[config.mk]
export PLATFORM = sky130hd
export DESIGN_NAME = http_chunked_decoder_unit
export DESIGN_NICKNAME = d
export VERILOG_FILES = /design/src/sv/hcd_pkg.sv /design/src/sv/hcd_step.sv /design/src/sv/http_chunked_decoder_unit.sv
export SDC_FILE = /design/constraint.sdc
export NUM_CORES = 1
export LEC_CHECK = 0
export ABC_AREA = 1
export BUFFER_PORTS_ARGS = -buffer_cell sky130_fd_sc_hd__buf_2
export CORE_MARGIN = 2
export CORE_UTILIZATION = 65
export CTS_BUF_LIST = sky130_fd_sc_hd__clkbuf_8
export DETAILED_ROUTE_END_ITERATION = 16
export PLACE_DENSITY = 0.84
export SETUP_SLACK_MARGIN = 0.02
export SYNTH_ARGS = -nofsm -noshare
export SYNTH_HDL_FRONTEND = slang
export SYNTH_SLANG_ARGS = --single-unit
[constraint.sdc]
create_clock -name aclk -period 6.26 [get_ports aclk]
set_input_delay 0.626 -clock aclk [delete_from_list [all_inputs] [get_ports aclk]]
set_output_delay 0.626 -clock aclk [all_outputs]
set_load 0.005 [all_outputs]
[src/sv/hcd_pkg.sv]
// Shared types and constants of the HTTP chunked body decoder.
package hcd_pkg;

    typedef enum logic [2:0] {
        PH_SIZE     = 3'd0,
        PH_DATA     = 3'd1,
        PH_CRLF     = 3'd2,
        PH_DONE     = 3'd3,
        PH_ERR_SIZE = 3'd4,
        PH_ERR_LONG = 3'd5,
        PH_ERR_CRLF = 3'd6
    } hcd_phase_t;

    typedef enum logic [1:0] {
        KIND_FRAMING = 2'd0,
        KIND_PAYLOAD = 2'd1,
        KIND_END     = 2'd2,
        KIND_ERROR   = 2'd3
    } hcd_kind_t;

    typedef enum logic [1:0] {
        ERR_NONE      = 2'd0,
        ERR_BAD_SIZE  = 2'd1,
        ERR_LINE_LONG = 2'd2,
        ERR_BAD_CRLF  = 2'd3
    } hcd_err_t;

    localparam logic [7:0] CH_LF    = 8'h0A;
    localparam logic [7:0] CH_CR    = 8'h0D;
    localparam logic [7:0] CH_ZERO  = 8'h30;
    localparam logic [7:0] CH_NINE  = 8'h39;
    localparam logic [7:0] CH_SEMI  = 8'h3B;
    localparam logic [7:0] CH_UPR_A = 8'h41;
    localparam logic [7:0] CH_UPR_F = 8'h46;
    localparam logic [7:0] CH_LWR_A = 8'h61;
    localparam logic [7:0] CH_LWR_F = 8'h66;

    localparam int CFG_W = 10;
    localparam logic [CFG_W-1:0] MAX_LINE_RESET = 10'd256;

    // Per-line flags, lowest bit first: started, bad, exactly zero.
    typedef struct packed {
        logic zero;
        logic bad;
        logic started;
    } hcd_flags_t;

    typedef struct packed {
        hcd_phase_t phase;
        logic       in_extension;
        logic       pending_cr;
        hcd_flags_t flags;
    } hcd_ctrl_t;

    typedef struct packed {
        hcd_kind_t  kind;
        logic [7:0] payload_byte;
        logic       chunk_last;
        hcd_err_t   error_code;
    } hcd_result_t;

endpackage

[src/sv/hcd_step.sv]
// Combinational per-byte state update and classification of the chunked decoder.
module hcd_step #(
    parameter int SIZE_BITS       = 31,
    parameter int LINE_COUNT_BITS = 10
) (
    input  logic [7:0]                 data_byte,
    input  logic [hcd_pkg::CFG_W-1:0]  max_line_len,
    input  hcd_pkg::hcd_ctrl_t         ctrl,
    input  logic [LINE_COUNT_BITS-1:0] line_count,
    input  logic [SIZE_BITS-1:0]       size_accum,
    input  logic [SIZE_BITS-1:0]       bytes_left,
    output hcd_pkg::hcd_ctrl_t         ctrl_next,
    output logic [LINE_COUNT_BITS-1:0] line_count_next,
    output logic [SIZE_BITS-1:0]       size_accum_next,
    output logic [SIZE_BITS-1:0]       bytes_left_next,
    output hcd_pkg::hcd_result_t       result
);
    import hcd_pkg::*;

    localparam int CMP_W = ((LINE_COUNT_BITS > CFG_W) ? LINE_COUNT_BITS : CFG_W) + 1;

    typedef struct packed {
        logic                 ext;
        hcd_flags_t           flags;
        logic [SIZE_BITS-1:0] accum;
    } hcd_sc_t;

    // Lowercase hex digit: bit 4 is valid, bits 3:0 the value.
    function automatic logic [4:0] hex_digit(input logic [7:0] c);
        logic [7:0] d;
        begin
            d = 8'd0;
            if (c >= CH_ZERO && c <= CH_NINE) begin
                d = c - CH_ZERO;
                hex_digit = {1'b1, d[3:0]};
            end else if (c >= CH_LWR_A && c <= CH_LWR_F) begin
                d = c - CH_LWR_A + 8'd10;
                hex_digit = {1'b1, d[3:0]};
            end else begin
                hex_digit = 5'd0;
            end
        end
    endfunction

    // One character of a size line.
    function automatic hcd_sc_t size_char(input logic [7:0] c_in, input hcd_sc_t s);
        hcd_sc_t    r;
        logic [7:0] c;
        logic [4:0] h;
        begin
            r = s;
            c = c_in;
            if (!s.ext) begin
                if (!s.flags.started) begin
                    r.flags.started = 1'b1;
                    h = hex_digit(c);
                    if (c == CH_ZERO) begin
                        r.flags.bad  = 1'b1;
                        r.flags.zero = 1'b1;
                    end else if (h[4]) begin
                        r.accum = {{(SIZE_BITS-4){1'b0}}, h[3:0]};
                    end else begin
                        r.flags.bad = 1'b1;
                    end
                end else begin
                    r.flags.zero = 1'b0;
                    if (!s.flags.bad) begin
                        if (c >= CH_UPR_A && c <= CH_UPR_F) begin
                            c = c + 8'h20;
                        end
                        h = hex_digit(c);
                        if (h[4]) begin
                            // Another digit would not fit in SIZE_BITS.
                            if (|s.accum[SIZE_BITS-1:SIZE_BITS-4]) begin
                                r.flags.bad = 1'b1;
                            end else begin
                                r.accum = {s.accum[SIZE_BITS-5:0], h[3:0]};
                            end
                        end else if (c == CH_SEMI) begin
                            r.ext = 1'b1;
                        end else begin
                            r.flags.bad = 1'b1;
                        end
                    end
                end
            end else begin
                h = 5'd0;
            end
            size_char = r;
        end
    endfunction

    logic                       too_long;
    logic [LINE_COUNT_BITS-1:0] counted;
    logic                       is_lf;
    logic                       lc_zero;
    logic                       lc_one;
    hcd_sc_t                    sc;

    assign too_long = (CMP_W'(line_count) + CMP_W'(1)) > CMP_W'(max_line_len);
    assign counted  = (line_count != {LINE_COUNT_BITS{1'b1}})
                    ? line_count + LINE_COUNT_BITS'(1) : line_count;
    assign is_lf    = (data_byte == CH_LF);
    assign lc_zero  = (line_count == '0);
    assign lc_one   = (line_count == LINE_COUNT_BITS'(1));

    always_comb begin
        ctrl_next       = ctrl;
        line_count_next = line_count;
        size_accum_next = size_accum;
        bytes_left_next = bytes_left;
        result          = '0;
        result.kind       = KIND_FRAMING;
        result.error_code = ERR_NONE;
        sc = '0;

        unique case (ctrl.phase)
            PH_SIZE: begin
                if (too_long) begin
                    ctrl_next.phase   = PH_ERR_LONG;
                    result.kind       = KIND_ERROR;
                    result.error_code = ERR_LINE_LONG;
                end else begin
                    line_count_next = counted;
                    if (is_lf) begin
                        if (lc_zero || (lc_one && ctrl.pending_cr)) begin
                            line_count_next = '0;
                            ctrl_next.flags = '0;
                            ctrl_next.in_extension = 1'b0;
                            ctrl_next.pending_cr   = 1'b0;
                            size_accum_next = '0;
                        end else if (ctrl.flags.zero) begin
                            ctrl_next.phase = PH_DONE;
                            result.kind     = KIND_END;
                        end else if (ctrl.flags.bad) begin
                            ctrl_next.phase   = PH_ERR_SIZE;
                            result.kind       = KIND_ERROR;
                            result.error_code = ERR_BAD_SIZE;
                        end else begin
                            bytes_left_next = size_accum;
                            ctrl_next.phase = (size_accum != '0) ? PH_DATA : PH_CRLF;
                            line_count_next = '0;
                            ctrl_next.flags = '0;
                            ctrl_next.in_extension = 1'b0;
                            ctrl_next.pending_cr   = 1'b0;
                            size_accum_next = '0;
                        end
                    end else begin
                        sc.ext   = ctrl.in_extension;
                        sc.flags = ctrl.flags;
                        sc.accum = size_accum;
                        // A held CR that is not followed by LF is line content.
                        if (ctrl.pending_cr) begin
                            sc = size_char(CH_CR, sc);
                        end
                        ctrl_next.pending_cr = 1'b0;
                        if (data_byte == CH_CR) begin
                            ctrl_next.pending_cr = 1'b1;
                        end else begin
                            sc = size_char(data_byte, sc);
                        end
                        ctrl_next.in_extension = sc.ext;
                        ctrl_next.flags        = sc.flags;
                        size_accum_next        = sc.accum;
                    end
                end
            end
            PH_DATA: begin
                result.kind         = KIND_PAYLOAD;
                result.payload_byte = data_byte;
                bytes_left_next = (bytes_left != '0) ? bytes_left - SIZE_BITS'(1) : bytes_left;
                if (bytes_left_next == '0) begin
                    result.chunk_last = 1'b1;
                    ctrl_next.phase   = PH_CRLF;
                    line_count_next   = '0;
                    ctrl_next.flags   = '0;
                    ctrl_next.in_extension = 1'b0;
                    ctrl_next.pending_cr   = 1'b0;
                    size_accum_next   = '0;
                end
            end
            PH_CRLF: begin
                if (too_long) begin
                    ctrl_next.phase   = PH_ERR_LONG;
                    result.kind       = KIND_ERROR;
                    result.error_code = ERR_LINE_LONG;
                end else begin
                    line_count_next = counted;
                    if (is_lf) begin
                        if (lc_one && !ctrl.flags.bad) begin
                            ctrl_next.phase = PH_SIZE;
                            line_count_next = '0;
                            ctrl_next.flags = '0;
                            ctrl_next.in_extension = 1'b0;
                            ctrl_next.pending_cr   = 1'b0;
                            size_accum_next = '0;
                        end else begin
                            ctrl_next.phase   = PH_ERR_CRLF;
                            result.kind       = KIND_ERROR;
                            result.error_code = ERR_BAD_CRLF;
                        end
                    end else if (!(lc_zero && data_byte == CH_CR)) begin
                        ctrl_next.flags.bad = 1'b1;
                    end
                end
            end
            PH_DONE: begin
                result.kind = KIND_END;
            end
            PH_ERR_SIZE: begin
                result.kind       = KIND_ERROR;
                result.error_code = ERR_BAD_SIZE;
            end
            PH_ERR_LONG: begin
                result.kind       = KIND_ERROR;
                result.error_code = ERR_LINE_LONG;
            end
            default: begin
                ctrl_next.phase   = PH_ERR_CRLF;
                result.kind       = KIND_ERROR;
                result.error_code = ERR_BAD_CRLF;
            end
        endcase
    end

endmodule

[src/sv/http_chunked_decoder_unit.sv]
// Top level of the HTTP chunked body decoder: state registers, result register, config.
//
// The decoder takes a chunked HTTP message body one byte per word and returns exactly one
// result word for every byte: framing consumed, payload (with m_tlast on the last byte of
// each chunk), end of message, or error with a code. Size lines are hex and are ended by
// LF; one CR before the LF is stripped, text after ';' is ignored, empty lines are skipped
// and a line of exactly "0" ends the message. After end or error the decoder repeats that
// status on every further byte until reset. The unit sustains one byte per clock cycle
// while m_tready is high: the whole per-byte state update, a hex shift-add and a
// line-length compare, is one combinational step between the state registers and the
// result register, so a result appears in the cycle after its byte is taken. The result
// register is a single stage, so s_tready follows m_tready whenever a result is held. The
// max_line_len register (reset 256) is written through cfg_wr_en / cfg_wr_data and must
// only be written while no byte is in flight.
module http_chunked_decoder_unit #(
    parameter int SIZE_BITS       = 31,
    parameter int LINE_COUNT_BITS = 10
) (
    input  logic                      aclk,
    input  logic                      aresetn,
    // Input byte stream.
    input  logic                      s_tvalid,
    output logic                      s_tready,
    input  logic [7:0]                s_tdata,    // [7:0] data_byte
    // Result stream.
    output logic                      m_tvalid,
    input  logic                      m_tready,
    output logic [15:0]               m_tdata,    // [7:0] payload_byte, [9:8] error_code,
                                                  // [15:10] zero
    output logic                      m_tlast,    // chunk_last
    output logic [1:0]                m_tuser,    // [1:0] kind
    // Configuration: max_line_len.
    input  logic                      cfg_wr_en,
    input  logic [hcd_pkg::CFG_W-1:0] cfg_wr_data
);
    import hcd_pkg::*;

    // Decoder state.
    hcd_ctrl_t                  ctrl_reg, ctrl_next;
    logic [LINE_COUNT_BITS-1:0] line_count_reg, line_count_next;
    logic [SIZE_BITS-1:0]       size_accum_reg, size_accum_next;
    logic [SIZE_BITS-1:0]       bytes_left_reg, bytes_left_next;
    logic [CFG_W-1:0]           max_line_len_reg;

    // Result register.
    logic        out_valid_reg;
    hcd_result_t out_reg;
    hcd_result_t step_result;

    logic in_fire;

    // A new byte is taken whenever the result register is empty or is being drained.
    assign s_tready = !out_valid_reg || m_tready;
    assign in_fire  = s_tvalid && s_tready;

    hcd_step #(
        .SIZE_BITS       (SIZE_BITS),
        .LINE_COUNT_BITS (LINE_COUNT_BITS)
    ) u_step (
        .data_byte       (s_tdata),
        .max_line_len    (max_line_len_reg),
        .ctrl            (ctrl_reg),
        .line_count      (line_count_reg),
        .size_accum      (size_accum_reg),
        .bytes_left      (bytes_left_reg),
        .ctrl_next       (ctrl_next),
        .line_count_next (line_count_next),
        .size_accum_next (size_accum_next),
        .bytes_left_next (bytes_left_next),
        .result          (step_result)
    );

    // State advances only on an accepted byte.
    always_ff @(posedge aclk) begin
        if (!aresetn) begin
            ctrl_reg         <= '{phase: PH_SIZE, in_extension: 1'b0, pending_cr: 1'b0,
                                  flags: '0};
            line_count_reg   <= '0;
            size_accum_reg   <= '0;
            bytes_left_reg   <= '0;
            max_line_len_reg <= MAX_LINE_RESET;
        end else begin
            if (in_fire) begin
                ctrl_reg       <= ctrl_next;
                line_count_reg <= line_count_next;
                size_accum_reg <= size_accum_next;
                bytes_left_reg <= bytes_left_next;
            end
            if (cfg_wr_en) begin
                max_line_len_reg <= cfg_wr_data;
            end
        end
    end

    // The result valid flag is control state; the result payload needs no reset.
    always_ff @(posedge aclk) begin
        if (!aresetn) begin
            out_valid_reg <= 1'b0;
        end else if (in_fire) begin
            out_valid_reg <= 1'b1;
        end else if (m_tready) begin
            out_valid_reg <= 1'b0;
        end
    end

    always_ff @(posedge aclk) begin
        if (in_fire) begin
            out_reg <= step_result;
        end
    end

    assign m_tvalid = out_valid_reg;
    assign m_tuser  = out_reg.kind;
    assign m_tlast  = out_reg.chunk_last;
    assign m_tdata  = {6'd0, out_reg.error_code, out_reg.payload_byte};

    // An error code is only ever reported together with the error kind.
    a_code_only_on_error: assert property (@(posedge aclk) disable iff (!aresetn)
        (m_tvalid && m_tuser != KIND_ERROR) |-> (m_tdata[9:8] == ERR_NONE))
        else $error("error code set on a non-error word");

    // Payload bits and the chunk-last flag stay zero outside payload words.
    a_payload_only_on_data: assert property (@(posedge aclk) disable iff (!aresetn)
        (m_tvalid && m_tuser != KIND_PAYLOAD) |-> (m_tdata[7:0] == 8'd0 && !m_tlast))
        else $error("payload bits set on a non-payload word");

    // Once the message has ended, every further byte reports end of message.
    a_done_sticks: assert property (@(posedge aclk) disable iff (!aresetn)
        (in_fire && ctrl_reg.phase == PH_DONE) |=> (m_tvalid && m_tuser == KIND_END))
        else $error("end of message status not repeated");

    // An empty result register never holds off the input.
    a_ready_when_empty: assert property (@(posedge aclk) disable iff (!aresetn)
        !m_tvalid |-> s_tready)
        else $error("input stalled with an empty result register");

endmodule

==> impl_metrics.tcl <==
set metrics [dict create \
    hold_viol_final 0 \
    grt_usage 0.311 \
    detail_route.wl_per_cell_um 13.8 \
    setup_viol 0 \
    row_count 38 \
    period_needed_ns 3.89 \
    wirelength_um 18100 \
    dp.cells 1297 \
    yosys.area.top_type "dfxtp_1" \
    setup_tns_ns 0 \
    critPathMaxFanout 62 \
    postCtsHoldBufs 0 \
    critical_path.max_stage_delay_ns 0.56 \
    register_area_um2 2210 \
    ios 44 \
    critPathBufInv 3 \
    whs_ns 0.464 \
    ant_nets 0 \
    initial_utilization 0.661 \
    port_buffers 37 \
    synth-edff-count 13 \
    path_clk_slew_ns 0.10 \
    clockRootBuffer "clkbuf_8" \
    nets 1213 \
    dp_hpwl_um 13200 \
    insertion_delay_ns 0.39 \
    die_area_um2 11800 \
    tritoncts "built" \
    grt_pass1_wl_um 29300 \
    cpMaxStageDelayCell "nor2_8" \
    fillers 967 \
    synthTopCellsByCount "nand2_1 (304), nor2_1 (196), inv_1 (118)" \
    regToRegSetupSlack_ns 2.37 \
    gp_congestion 0.973 \
    syn_inst 1154 \
    clk_path_buf_depth 2 \
    slew_headroom 0.286 \
    postCtsSetupRepairBufs 0 \
    cpMostUsedCell "nand2_1" \
    crit_path_cell_trace "ha_1, nand3_1, nor2_1, nand3_1, nor2_1, xor2_1, inv_1, ha_1, a21oi_1, o211ai_1, a21oi_1, nand2_1, nand2_1, inv_1, nand2_1, nand3_1, inv_2, nand3_4, nor2_8, nand2_1, nand2_1, nor2_1" \
    synth_area_um2 7130 \
    drc 0 \
    synth_area_leaders "dfxtp_1 (26%), nand2_1 (16%), nor2_1 (10%), o21ai_0 (6.5%), nand3_1 (6.3%)" \
    yosysTopAreaCellShare 0.256 \
    ctsResizeCount 0 \
    status "finished clean" \
    worstPathRequired_ns 6.55 \
    fin_crit_sh 0.621 \
    antenna_found_initial 0 \
    synth_most_common_cell "nand2_1" \
    crit_type "reg2reg" \
    fp.dieW_um 109 \
    core_area_um2 10800 \
    fp.dieH_um 109 \
    end_kind "flop" \
    syn_area_per_cell_um2 6.18 \
    synth_async_sr_flop_share 0 \
    drt-pass1-iter-count 5 \
    critPathArrivalTime_ns 4.18 \
    drive_above_1_share 0.0674 \
    rsz0062_at_grt "no" \
    vias 7345 \
    min-delay-path-class "in2reg" \
    grt_overflow 0 \
    h-tree-depth 3 \
    insertedDiodeCount 0 \
    drv_cap 0 \
    seq_area_frac_synth 0.310 \
    via_per_inst 5.60 \
    stdcell_count 1312 \
    drtIter0Drc 751 \
    slew_violations 0 \
    cp_top_family "simple AND/OR/NAND/NOR gates" \
    fmax_ghz 0.257 \
    numCtsBuffers 9 \
    synthDistinctLibCells 39 \
    grt_pass1_vias 6194 \
    ys_ff_latch 104 \
    multi_input_area_um2 4230 \
    finalClockSkew_ns 0.0156 \
    worst_pin_slew_ns 1.07 \
    startpoint_type "flop" \
    cts_sinks 104 \
    ys.flop_type "dfxtp_1" \
    grt_max_degree 82 \
    synth_warnings 0 \
    syn_to_final_growth_pct 4.86 \
]
-- path summary, 6_finish.rpt --
check / from / endpoint / cells after the start
max: line_count_reg[0] / size_accum_reg[10] / 22
min: cfg_wr_data[0] / max_line_len_reg[0] / 3
max reg2reg: line_count_reg[0] / size_accum_reg[10] / 22
min reg2reg: max_line_len_reg[5] / max_line_len_reg[5] / 2
-- area by class of cell --
type                            instances  share of cell area
Clock buffer                           10              0.0184
Clock inverter                          5             0.00452
Inverter                              124              0.0626
Multi-Input combinational cell        887               0.565
Sequential cell                       104               0.296
Tap cell                              140              0.0234
Timing Repair Buffer                   42              0.0298
-- metal layers --
metal	wire length, um	track usage	share of wire
met5	0	0	0
met4	480	0.114	0.026
met3	1300	0.0412	0.072
met2	7590	0.454	0.42
met1	8750	0.465	0.48
-- worst reg2reg max path: cells and delay by family (launching register included) --
family | cells | cell delay, ns
fa+ha+maj | 2 | 0.55
compound gates | 3 | 0.35
flops | 1 | 0.44
buf+inv | 3 | 0.23
simple gates | 13 | 1.99
xor+xnor | 1 | 0.22
-- metrics by stage --
step	area (um^2)	setup slack, ns	util
after floorplan	7150	3.18	-
after global placement	7300	2.63	0.677
after detailed placement	7300	2.49	0.677
after CTS	7480	2.40	0.693
after global routing	7480	1.93	0.693
final	7480	2.37	0.693
-- cell families (layout without fill, tap and decap cells) --
kind of cell | count (synthesis) | after routing | synth area share
AND/OR/NAND/NOR | 654 | 654 | 0.390
AO/OA/AOI/OAI | 192 | 192 | 0.144
buffers and inverters | 168 | 181 | 0.101
flip-flops | 104 | 104 | 0.310
adder cells (fa/ha/maj) | 22 | 22 | 0.0386
XOR/XNOR | 13 | 13 | 0.0160
other | 1 | 6 | 0.000526
-- cells in the final DEF (no fill, tap or decap), types with 5 or more instances in the layout --
master,Yosys,final
xor2_1,13,13
nor2_2,6,8
nor2_1,196,194
edfxtp_1,13,13
a211oi_1,6,6
nand3_1,90,90
o211ai_1,7,7
o21ai_0,92,92
a21oi_1,61,60
dfxtp_1,91,91
nor4_1,9,9
a31oi_1,16,16
nand3b_1,5,5
nand4_1,22,22
nor3_1,9,9
inv_1,118,119
buf_4,6,5
nand2_1,304,304
ha_1,22,22
o21ai_1,5,5
conb_1,1,6
buf_2,2,37
clkbuf_8,0,10
Power is left out: the tool's default activity adds up to more than one toggle a clock period on the data nets, which glitch-free logic cannot reach.
